**config.mk**
```make
export PLATFORM = sky130hd
export DESIGN_NAME = base64_stream_decoder
export DESIGN_NICKNAME = d
export VERILOG_FILES = /design/src/hdl/b64d_pkg.sv /design/src/hdl/b64d_decode.sv /design/src/hdl/b64d_serializer.sv /design/src/hdl/base64_stream_decoder.sv
export SDC_FILE = /design/constraint.sdc
export NUM_CORES = 1
export LEC_CHECK = 0
export ABC_CLOCK_PERIOD_IN_PS = 3200
export BUFFER_PORTS_ARGS = -buffer_cell sky130_fd_sc_hd__buf_2
export CORE_MARGIN = 2
export CORE_UTILIZATION = 45
export DETAILED_ROUTE_END_ITERATION = 6
export GPL_TIMING_DRIVEN = 0
export HOLD_SLACK_MARGIN = 0.05
export PLACE_DENSITY = 0.67
export SKIP_LAST_GASP = 1
export SLEW_MARGIN = 20
export SYNTH_ARGS = -nofsm -noshare
export SYNTH_HDL_FRONTEND = slang
export SYNTH_SLANG_ARGS = --single-unit
```
**constraint.sdc**
```tcl
create_clock -name clk -period 3.2 [get_ports clk]
set_input_delay 0.16 -clock clk [delete_from_list [all_inputs] [get_ports clk]]
set_output_delay 0.16 -clock clk [all_outputs]
set_load 0.05 [all_outputs]
```
**src/hdl/b64d_pkg.sv**
```systemverilog
`default_nettype none

package b64d_pkg;

    // Sextet codes beyond the 64 alphabet values.
    localparam logic [6:0] SEXTET_PAD = 7'd64;
    localparam logic [6:0] SEXTET_BAD = 7'd65;

    // Number of result slots that one request can fill.
    localparam int unsigned MAX_RESULTS = 3;

    // One result as it leaves the block.
    typedef struct packed {
        logic [7:0] data;
        logic       data_valid;
        logic       last;
        logic       done;
        logic       bad;
    } result_t;

    // All results that one request causes, with their count.
    typedef struct packed {
        result_t [MAX_RESULTS-1:0] r;
        logic [1:0]                n;
    } bundle_t;

    // Map a character through the standard alphabet.
    function automatic logic [6:0] map_char(input logic [7:0] c);
        logic [6:0] s;
        begin
            if (c >= 8'h41 && c <= 8'h5A) begin
                s = 7'(c - 8'h41);
            end
            else if (c >= 8'h61 && c <= 8'h7A) begin
                s = 7'(c - 8'h61 + 8'd26);
            end
            else if (c >= 8'h30 && c <= 8'h39) begin
                s = 7'(c - 8'h30 + 8'd52);
            end
            else if (c == 8'h2B) begin
                s = 7'd62;
            end
            else if (c == 8'h2F) begin
                s = 7'd63;
            end
            else if (c == 8'h3D) begin
                s = SEXTET_PAD;
            end
            else begin
                s = SEXTET_BAD;
            end
            return s;
        end
    endfunction

    // Build a result carrying a data byte.
    function automatic result_t data_result(input logic [7:0] b, input logic bad);
        result_t r;
        begin
            r = '0;
            r.data = b;
            r.data_valid = 1'b1;
            r.bad = bad;
            return r;
        end
    endfunction

    // Build a marker result with no data.
    function automatic result_t marker_result(input logic bad);
        result_t r;
        begin
            r = '0;
            r.bad = bad;
            return r;
        end
    endfunction

endpackage

`default_nettype wire

```
**src/hdl/b64d_decode.sv**
```systemverilog
`default_nettype none

module b64d_decode (
    input  wire logic              clk,
    input  wire logic              rst_n,
    input  wire logic              accept,
    input  wire logic [7:0]        in_char,
    input  wire logic              end_of_text,
    output b64d_pkg::bundle_t      bundle
);
    import b64d_pkg::*;

    logic [17:0] group_reg, group_next;
    logic [1:0]  count_reg, count_next;
    logic        halted_reg, halted_next;

    logic [6:0]  s;
    logic        is_bad;
    logic        is_pad;
    logic [17:0] g_upd;
    logic [1:0]  c_upd;
    logic [1:0]  k;
    bundle_t     res;

    assign s      = map_char(in_char);
    assign is_bad = (s == SEXTET_BAD);
    assign is_pad = (s == SEXTET_PAD);

    // Results of the request and the next stream state.
    always_comb
    begin
        res        = '0;
        k          = 2'd0;
        g_upd      = group_reg;
        c_upd      = count_reg;
        group_next = group_reg;
        count_next = count_reg;
        halted_next = halted_reg;

        if (halted_reg) begin
            if (end_of_text) begin
                res.r[0]    = marker_result(1'b1);
                k           = 2'd1;
                halted_next = 1'b0;
                group_next  = '0;
                count_next  = '0;
            end
        end
        else if (is_bad) begin
            // Flush the partial group, flagged as bad.
            if (count_reg == 2'd2) begin
                res.r[0] = data_result(group_reg[11:4], 1'b1);
                k        = 2'd1;
            end
            else if (count_reg == 2'd3) begin
                res.r[0] = data_result(group_reg[17:10], 1'b1);
                res.r[1] = data_result(group_reg[9:2], 1'b1);
                k        = 2'd2;
            end
            if (k == 2'd0) begin
                res.r[0] = marker_result(1'b1);
                k        = 2'd1;
            end
            group_next  = '0;
            count_next  = '0;
            halted_next = !end_of_text;
        end
        else begin
            // Gather the sextet; a fourth one completes the group.
            if (!is_pad) begin
                if (count_reg == 2'd3) begin
                    res.r[0] = data_result(group_reg[17:10], 1'b0);
                    res.r[1] = data_result(group_reg[9:2], 1'b0);
                    res.r[2] = data_result({group_reg[1:0], s[5:0]}, 1'b0);
                    k        = 2'd3;
                    g_upd    = '0;
                    c_upd    = '0;
                end
                else begin
                    g_upd = {group_reg[11:0], s[5:0]};
                    c_upd = count_reg + 2'd1;
                end
            end
            group_next = g_upd;
            count_next = c_upd;

            // Stream end flushes what is left.
            if (end_of_text) begin
                if (c_upd == 2'd2) begin
                    res.r[0] = data_result(g_upd[11:4], 1'b0);
                    k        = 2'd1;
                end
                else if (c_upd == 2'd3) begin
                    res.r[0] = data_result(g_upd[17:10], 1'b0);
                    res.r[1] = data_result(g_upd[9:2], 1'b0);
                    k        = 2'd2;
                end
                if (k == 2'd0) begin
                    res.r[0] = marker_result(1'b0);
                    k        = 2'd1;
                end
                group_next = '0;
                count_next = '0;
            end
        end

        // Mark the last result of the request, and of the stream.
        if (k != 2'd0) begin
            res.r[k - 2'd1].last = 1'b1;
            res.r[k - 2'd1].done = end_of_text;
        end
        res.n  = k;
        bundle = res;
    end

    // Stream state registers.
    always_ff @(posedge clk or negedge rst_n)
    begin
        if (!rst_n) begin
            group_reg  <= '0;
            count_reg  <= '0;
            halted_reg <= 1'b0;
        end
        else if (accept) begin
            group_reg  <= group_next;
            count_reg  <= count_next;
            halted_reg <= halted_next;
        end
    end

    // A halted stream holds no sextets.
    assert property (@(posedge clk) disable iff (!rst_n)
        halted_reg |-> (count_reg == 2'd0))
        else $error("halted with sextets held");

    // A full group is never kept: the fourth sextet empties it.
    assert property (@(posedge clk) disable iff (!rst_n)
        (accept && !halted_reg && !is_bad && !is_pad && count_reg == 2'd3)
        |=> (count_reg == 2'd0))
        else $error("complete group not emptied");

    // Stream end always leaves a clean state.
    assert property (@(posedge clk) disable iff (!rst_n)
        (accept && end_of_text) |=> (!halted_reg && count_reg == 2'd0))
        else $error("state not cleared at stream end");

endmodule

`default_nettype wire

```
**src/hdl/b64d_serializer.sv**
```systemverilog
`default_nettype none

module b64d_serializer (
    input  wire logic              clk,
    input  wire logic              rst_n,
    input  wire logic              load,
    input  wire b64d_pkg::bundle_t bundle,
    output logic                   free,
    output logic                   out_valid,
    input  wire logic              out_ready,
    output b64d_pkg::result_t      result
);
    import b64d_pkg::*;

    bundle_t    bundle_reg;
    logic [1:0] idx_reg;
    logic       valid_reg;
    logic       take;
    logic       last_take;

    assign take      = valid_reg && out_ready;
    assign last_take = take && ((idx_reg + 2'd1) == bundle_reg.n);
    assign free      = !valid_reg || last_take;
    assign out_valid = valid_reg;
    assign result    = bundle_reg.r[idx_reg];

    // Result buffer: one slot goes out per cycle while out_ready is high.
    always_ff @(posedge clk or negedge rst_n)
    begin
        if (!rst_n) begin
            valid_reg <= 1'b0;
            idx_reg   <= '0;
        end
        else if (load && bundle.n != 2'd0) begin
            valid_reg <= 1'b1;
            idx_reg   <= '0;
        end
        else if (last_take) begin
            valid_reg <= 1'b0;
        end
        else if (take) begin
            idx_reg <= idx_reg + 2'd1;
        end
    end

    always_ff @(posedge clk)
    begin
        if (load && bundle.n != 2'd0) begin
            bundle_reg <= bundle;
        end
    end

    // The slot shown always lies within the bundle.
    assert property (@(posedge clk) disable iff (!rst_n)
        valid_reg |-> (idx_reg < bundle_reg.n))
        else $error("slot index beyond bundle");

    // An empty buffer takes a new request.
    assert property (@(posedge clk) disable iff (!rst_n)
        !valid_reg |-> free)
        else $error("empty buffer not free");

    // A taken slot that is not the last moves to the next one.
    assert property (@(posedge clk) disable iff (!rst_n)
        (take && !last_take) |=> (valid_reg && idx_reg == $past(idx_reg) + 2'd1))
        else $error("slot did not advance");

    // A stalled result holds its slot.
    assert property (@(posedge clk) disable iff (!rst_n)
        (valid_reg && !out_ready) |=> (valid_reg && $stable(idx_reg)))
        else $error("stalled slot moved");

endmodule

`default_nettype wire

```
**src/hdl/base64_stream_decoder.sv**
```systemverilog
`default_nettype none

// Latency: the first result of a request appears the cycle after it is accepted.
// Throughput: one request per cycle while each gives at most one result and the
// output is not stalled; a request that gives k results holds the output buffer
// until its last result is taken, one result per cycle while out_ready is high.
// Reset (rst_n low, asynchronous) clears the stream state and empties the buffer.
module base64_stream_decoder (
    input  wire logic       clk,
    input  wire logic       rst_n,
    input  wire logic       in_valid,
    output logic            in_ready,
    input  wire logic [7:0] in_char,
    input  wire logic       end_of_text,
    output logic            out_valid,
    input  wire logic       out_ready,
    output logic [7:0]      out_byte,
    output logic            byte_valid,
    output logic            run_last,
    output logic            stream_done,
    output logic            bad_char
);
    import b64d_pkg::*;

    bundle_t bundle;
    result_t result;
    logic    free;
    logic    accept;

    assign in_ready = free;
    assign accept   = in_valid && free;

    // Character decode and stream state.
    b64d_decode u_decode (
        .clk         (clk),
        .rst_n       (rst_n),
        .accept      (accept),
        .in_char     (in_char),
        .end_of_text (end_of_text),
        .bundle      (bundle)
    );

    // Result buffer toward the output channel.
    b64d_serializer u_serializer (
        .clk       (clk),
        .rst_n     (rst_n),
        .load      (accept),
        .bundle    (bundle),
        .free      (free),
        .out_valid (out_valid),
        .out_ready (out_ready),
        .result    (result)
    );

    assign out_byte    = result.data;
    assign byte_valid  = result.data_valid;
    assign run_last    = result.last;
    assign stream_done = result.done;
    assign bad_char    = result.bad;

endmodule

`default_nettype wire
```
# After elaboration in Yosys (flattened, before gate mapping)
# Cells that the tools add are included.
# W data, S select, Z words.
dict set report classes {
  add_sub_neg 8
  multipliers 0
  n_div 0
  order_cmp 9
  eq_ne 13
  shift 0
  n_mux 70
  bitwise 0
  n_reduce_logical 19
}
# cell count
set ops {}
lappend ops {{$mux W24} 5}
lappend ops {{$mux W12} 9}
lappend ops {{$mux W18} 6}
lappend ops {{$mux W36} 3}
lappend ops {{$bwmux W36} 2}
lappend ops {{$mux W2} 28}
lappend ops {{$demux W12 S2} 2}
lappend ops {{$mux W7} 5}
lappend ops {{$bmux W12 S2} 1}
lappend ops {{$eq A8 B6 Y1 const B} 3}
lappend ops {{$ge A8 B7 Y1 const B} 2}
lappend ops {{$le A8 B7 Y1 const B} 2}
lappend ops {{$eq A7 B7 Y1 const B} 2}
lappend ops {{$sub A7 B7 Y7 const B} 2}
lappend ops {{$eq A2 B2 Y1 const B} 4}
lappend ops {{$ge A8 B6 Y1 const B} 1}
lappend ops {{$le A8 B6 Y1 const B} 1}
lappend ops {{$logic_and A1 B1 Y1} 8}
lappend ops {{$mux W1} 8}
lappend ops {{$add A7 B5 Y7 const B} 1}
lappend ops {{$add A7 B6 Y7 const B} 1}
lappend ops {{$sub A7 B6 Y7 const B} 1}
lappend ops {{$lt A2 B3 Y1 const B} 2}
lappend ops {{$reduce_bool A2 Y1} 3}
lappend ops {{other kinds (12)} 17}
dict set report word_totals {
  register_bits 62
  latchBits 0
  mem_bits_rw 0
  mem_bits_ro 0
  input_bits 13
  output_inout_bits 14
  mem_count 0
}

# Longest topological paths before layout
dict set report logic_depth {
  depth_word 30
  mapped_depth 12
  ltp_nobuf 11
}

# Cells and area by module
# From an unflattened synthesis, not the netlist that was laid out.
dict set report unflattened {
  cells_unflattened 457
  hier_area_um2 4405.5
}
# module n_inst cells_each area_each_um2 seq_area_each_um2
set by_module_without_submodules {}
lappend by_module_without_submodules {b64d_decode 1 353 2792.7 525.5}
lappend by_module_without_submodules {b64d_serializer 1 103 1606.5 1216.2}
lappend by_module_without_submodules {base64_stream_decoder 1 1 6.3 0.0}

# Worst setup path before layout
# Ideal clock, no wire load.
dict set report synth_timing {
  kind {flip-flop to flip-flop}
  from {reg u_serializer.idx_reg[1]}
  to {reg u_serializer.bundle_reg[0] (netlist name) (enable)}
  setup_ns 0.433
  t_arrival_ns 4.149
  setup_slack_ns -1.382
  stages_incl_launch_ff 7
  period_less_slack_ns 4.582
  path_cell_list {dfrtp_1 > clkbuf_1 > xnor2_1 > mux2i_1 > o21ai_0 > nand2_1 > nor2_1}
}
dict set report synth_between {
  elab_chain_len 6
}
# item line_no
set synth_lines {}
lappend synth_lines {{start, declared} b64d_serializer.sv:16} ;# logic [1:0] idx_reg;
lappend synth_lines {{start signal, assigned} b64d_serializer.sv:42} ;# idx_reg <= idx_reg + 2'd1;
lappend synth_lines {{$add A2 B1 Y2} b64d_serializer.sv:22} ;# assign last_take = take && ((idx_reg + 2'd1) == bundle_reg.n);
lappend synth_lines {{$eq A2 B2 Y1} b64d_serializer.sv:22}
lappend synth_lines {{$logic_and A1 B1 Y1} b64d_serializer.sv:22}
lappend synth_lines {{$logic_or A1 B1 Y1} b64d_serializer.sv:23} ;# assign free = !valid_reg || last_take;
lappend synth_lines {{named net in_ready} base64_stream_decoder.sv:12} ;# output logic in_ready,
lappend synth_lines {{$logic_and A1 B1 Y1} base64_stream_decoder.sv:31} ;# assign accept = in_valid && free;
lappend synth_lines {{$logic_and A1 B1 Y1} b64d_serializer.sv:48} ;# if (load && bundle.n != 2'd0) begin
lappend synth_lines {{end signal, assigned} b64d_serializer.sv:49} ;# bundle_reg <= bundle;
lappend synth_lines {{end, declared} b64d_serializer.sv:15} ;# bundle_t bundle_reg;
# The timed path passes the listed nets, and every way through them passes these cells.
# A chain may end at the register's enable or synchronous reset.

==> results by stage <==
Worst setup path:
- The required time of the critical path is 3380 ps.
- STA puts the critical path data arrival time at 3180 ps.
- Of all nets on the critical path, the largest fanout is 8.
- The worst setup path is launched from a flip-flop.
- The startpoint-to-endpoint class of the critical path is flip-flop to flip-flop.
- The worst setup path is captured at a flip-flop.
- On the worst path, the slowest cell contributes a delay of 430 ps.
- The signal on the critical path passes through clkbuf_2 > clkinv_1 > ha_1 > nor2_1 > nand2_1 > mux2i_2 > nand2_1 > a211oi_2 > nor3b_1.
- The cell type with the highest occurrence count on the critical path is nand2_1.
- The cell with the largest stage delay on the worst path is ha_1.

Logic synthesis:
- The fraction of post-synthesis cell area in the top cell type by area is 0.275.
- Sorting the synthesized cells by how often they occur yields 47 x nand2_1, 39 x nor2_1, 37 x edfxtp_1.
- The count of warnings emitted by yosys is 0.
- The mean post-synth cell area is 9.44 sq um.
- Synthesis produced a netlist with a net count of 452.
- Synthesis inferred 61 register bits.
- The number of enable-type register cells in the synthesized netlist is 37.
- The primary flip-flop cell chosen by synthesis mapping is edfxtp_1.
- Counting every instance in the synthesized netlist gives 428.
- The synthesized netlist contains 65 unique library cells.
- Summing every instance area after synthesis gives 4040 sq um.
- Yosys instantiated no cell more often than nand2_1.
- By area the synthesized netlist is led by edfxtp_1 28%, dfrtp_1 15%, mux2i_1 5.2%.
- Of the synthesized area, sequential elements account for 0.424.
- The post-synthesis cell type with the largest combined area is edfxtp_1.
- Counting flops with an async set or reset pin after synthesis yields a share of 0.393.

Layout:
- The area growth from synthesis to layout is 13.9%.
- The register area is 1710 sq um.
- The utilization of the core after routing is 0.528.
- The count of filler cells inserted in the layout is 787.
- The antenna diode count is 0.
- The proportion of layout cells with a drive suffix above 1 is 0.163.
- For this run, the post-layout net count is 491.
- The post-layout instance count excluding filler cells is 580.
- The area of the multi-input gates is 2180 sq um.
- The number of flip-flops under the largest register name is 37.

Clocking:
- The maximum level of the CTS H-tree is 3.
- The clock net in this run drives a total of 61 sinks.
- The clock transition at the registers of the reported paths is 70 ps.
- The clock buffer count from CTS is 9.
- The buffer depth of the longest clock path is 2.
- TritonCTS built the clock tree.
- The clock latency of the later-clocked register in the worst-skew pair is 340 ps.
- Clock tree synthesis selected as its root buffer the cell clkbuf_8.

Floorplan:
- For this configuration, the core starts out at a cell density of 0.463.
- The number of placed I/O pins is 27.
- The core footprint is 8720 sq um.
- The die covers 9750 sq um.
- The die is 98.7 um wide.
- The floorplan has 34 rows.
- The chip height is 98.7 um.

STA:
- The slew at the pin closest to its max-slew limit is 1120 ps.
- The smallest hold slack is 114 ps.
- The highest clock frequency the design can meet is 333 MHz.
- The max-slew headroom at the worst pin is 0.239.
- The max-slew violation count is 0.
- The clock period minus worst slack is 3010 ps.
- Setup repair after global routing could not meet its margin everywhere.
- The number of setup violations in the final report is 0.
- Of the available clock period, the critical path in the final layout requires 0.939.
- Across the routed clock network, the largest skew measured is 6.82 ps.
- The final-report hold violation count is 0.

Placement:
- The number of buffer cells added on primary ports is 24.
- The final estimated routing congestion in global placement is 0.992.
- Detailed placement finished with a half-perimeter wire length of 8320 um.
- In this run, placement finished with an instance count of 560.

Global routing:
- The via count of the first global-routing pass is 3453.
- The all-layer global routing usage is 0.242.
- The remaining global-route overflow is 0.
- The number of antenna violations at the first check in global routing is 0.
- The first global-routing pass estimated 18700 um of wire.
- The largest net degree at the start of global routing is 25.

Power and ir drop:
- For this design the ratio of total power to cell area is 717 nW/um^2.
- VDD sags by at most 0.446 mV.
- Summed over all cells, the static leakage comes to 1.79 nW.

Flow run:
- Across the run, the number of max-cap violations was 0.

Route:
- The final routed wire length divided by cell count is 19.5 um.
- Using the TritonRoute via totals, the vias-per-cell ratio works out to 6.19.
- Wires add up to 11300 um.
- The remaining routing DRC violations is 5.
- The first TritonRoute pass finished after 7 iterations.
- The first routing iteration left 461 violations.
- The antenna violation net count after detailed routing is 0.
- The count of vias placed by the detailed router is 3590.

Worst hold path:
- The path class of the tightest hold or removal check is input port to flip-flop.

Status:
- The flow ran to the end, but the final reports show violations.
- The checks that failed: design-rule violations.
## through the flow
step | worst slack, ps | power, W | setup TNS, ps | cell area [sq um]
3_5_place_dp | -538 | 0.00248 | -20480 | 4300
6_report | 194 | 0.00330 | 0 | 4600
2_1_floorplan | 77.8 | 0.00212 | 0 | 4050
5_1_grt | -53.4 | 0.00346 | -53.4 | 4600
3_3_place_gp | -506 | 0.00247 | -19790 | 4300
4_1_cts | 40.1 | 0.00326 | 0 | 4550
## critical path, delay by kind of cell, from the launching register on
kind                     cells  cell delay, ps
AO/OA/AOI/OAI                1             430
AND/OR/NAND/NOR              4             780
multiplexers                 1             340
flip-flops                   1             380
adder cells (fa/ha/maj)      1             430
buffers and inverters        2             490
## path summary, 6_finish.rpt
check,start,end,slack [ps],cells past startpoint
worst max-delay path,u_decode.count_reg[0],u_serializer.bundle_reg[27],190,9
worst min-delay path,in_valid,u_serializer.out_valid,110,3
worst max register to register,u_decode.count_reg[0],u_serializer.bundle_reg[27],190,9
worst min register to register,u_decode.group_reg[17],u_decode.group_reg[17],550,2
max in group asynchronous,rst_n,u_decode.group_reg[5],2460,2
min in group asynchronous,rst_n,u_decode.group_reg[11],340,2
## where the power goes
| group | switching [W] | internal (W) | total, W |
|---|---|---|---|
| Clock | 0.000328 | 0.000442 | 0.000770 |
| Combinational | 0.00105 | 0.000434 | 0.00149 |
| Sequential | 0.0000651 | 0.000975 | 0.00104 |
## area by class of cell
class,count,area share
Sequential cell,61,0.372
Clock buffer,9,0.0269
Multi-Input combinational cell,327,0.474
Tap cell,108,0.0294
Timing Repair Buffer,27,0.0370
Buffer,29,0.0296
Inverter,12,0.00979
Clock inverter,7,0.0215
## layer usage
metal  vias up  global-route usage  routed length, um
met3        29              0.0482                840
met5         -                   0                  0
li1       1682                   -                  -
met4         0              0.0632                236
met2       182               0.380               5150
met1      1697               0.347               5060
## placed cells by master, fill, tap and decap left out, drive strengths merged, types with 3 or more instances in the layout
master  instances
a21o            3
or3             7
edfxtp         37
nor2b          12
inv            12
a21oi          20
and3            7
dfrtp          24
and2            6
a221o           4
mux2i          21
nor3            7
clkinv          4
buf            35
nand3          12
a32oi           4
nor2           40
nand2b          4
clkbuf         29
nand2          47
a22o           12
or4             7
o21ai          37
o31ai           8
xor2            3
a32o            6
a22oi           6
o311ai          3
ha             11
a31oi           3
nor3b           3
a211oi          5
## timing repair
action / in CTS / in global routing
hold endpoints to repair: 24 / 0
setup endpoints to repair: 45 / 64
hold buffers: 1 / 0
resized for setup: 3 / 4
pin swaps: 1 / 2
cloned: 1 / 0
buffers inserted: 0 / 2
## cell families after synthesis
family,Yosys count,synth area share
DFF,61,0.424
xor gates and xnor gates,5,0.0108
buffers and inverters,41,0.0446
AOI/OAI and AO/OA,126,0.222
adders and majority gates,11,0.0341
muxes,23,0.0576
and+or+nand+nor,161,0.207
Power figures use the tool's default switching activity.
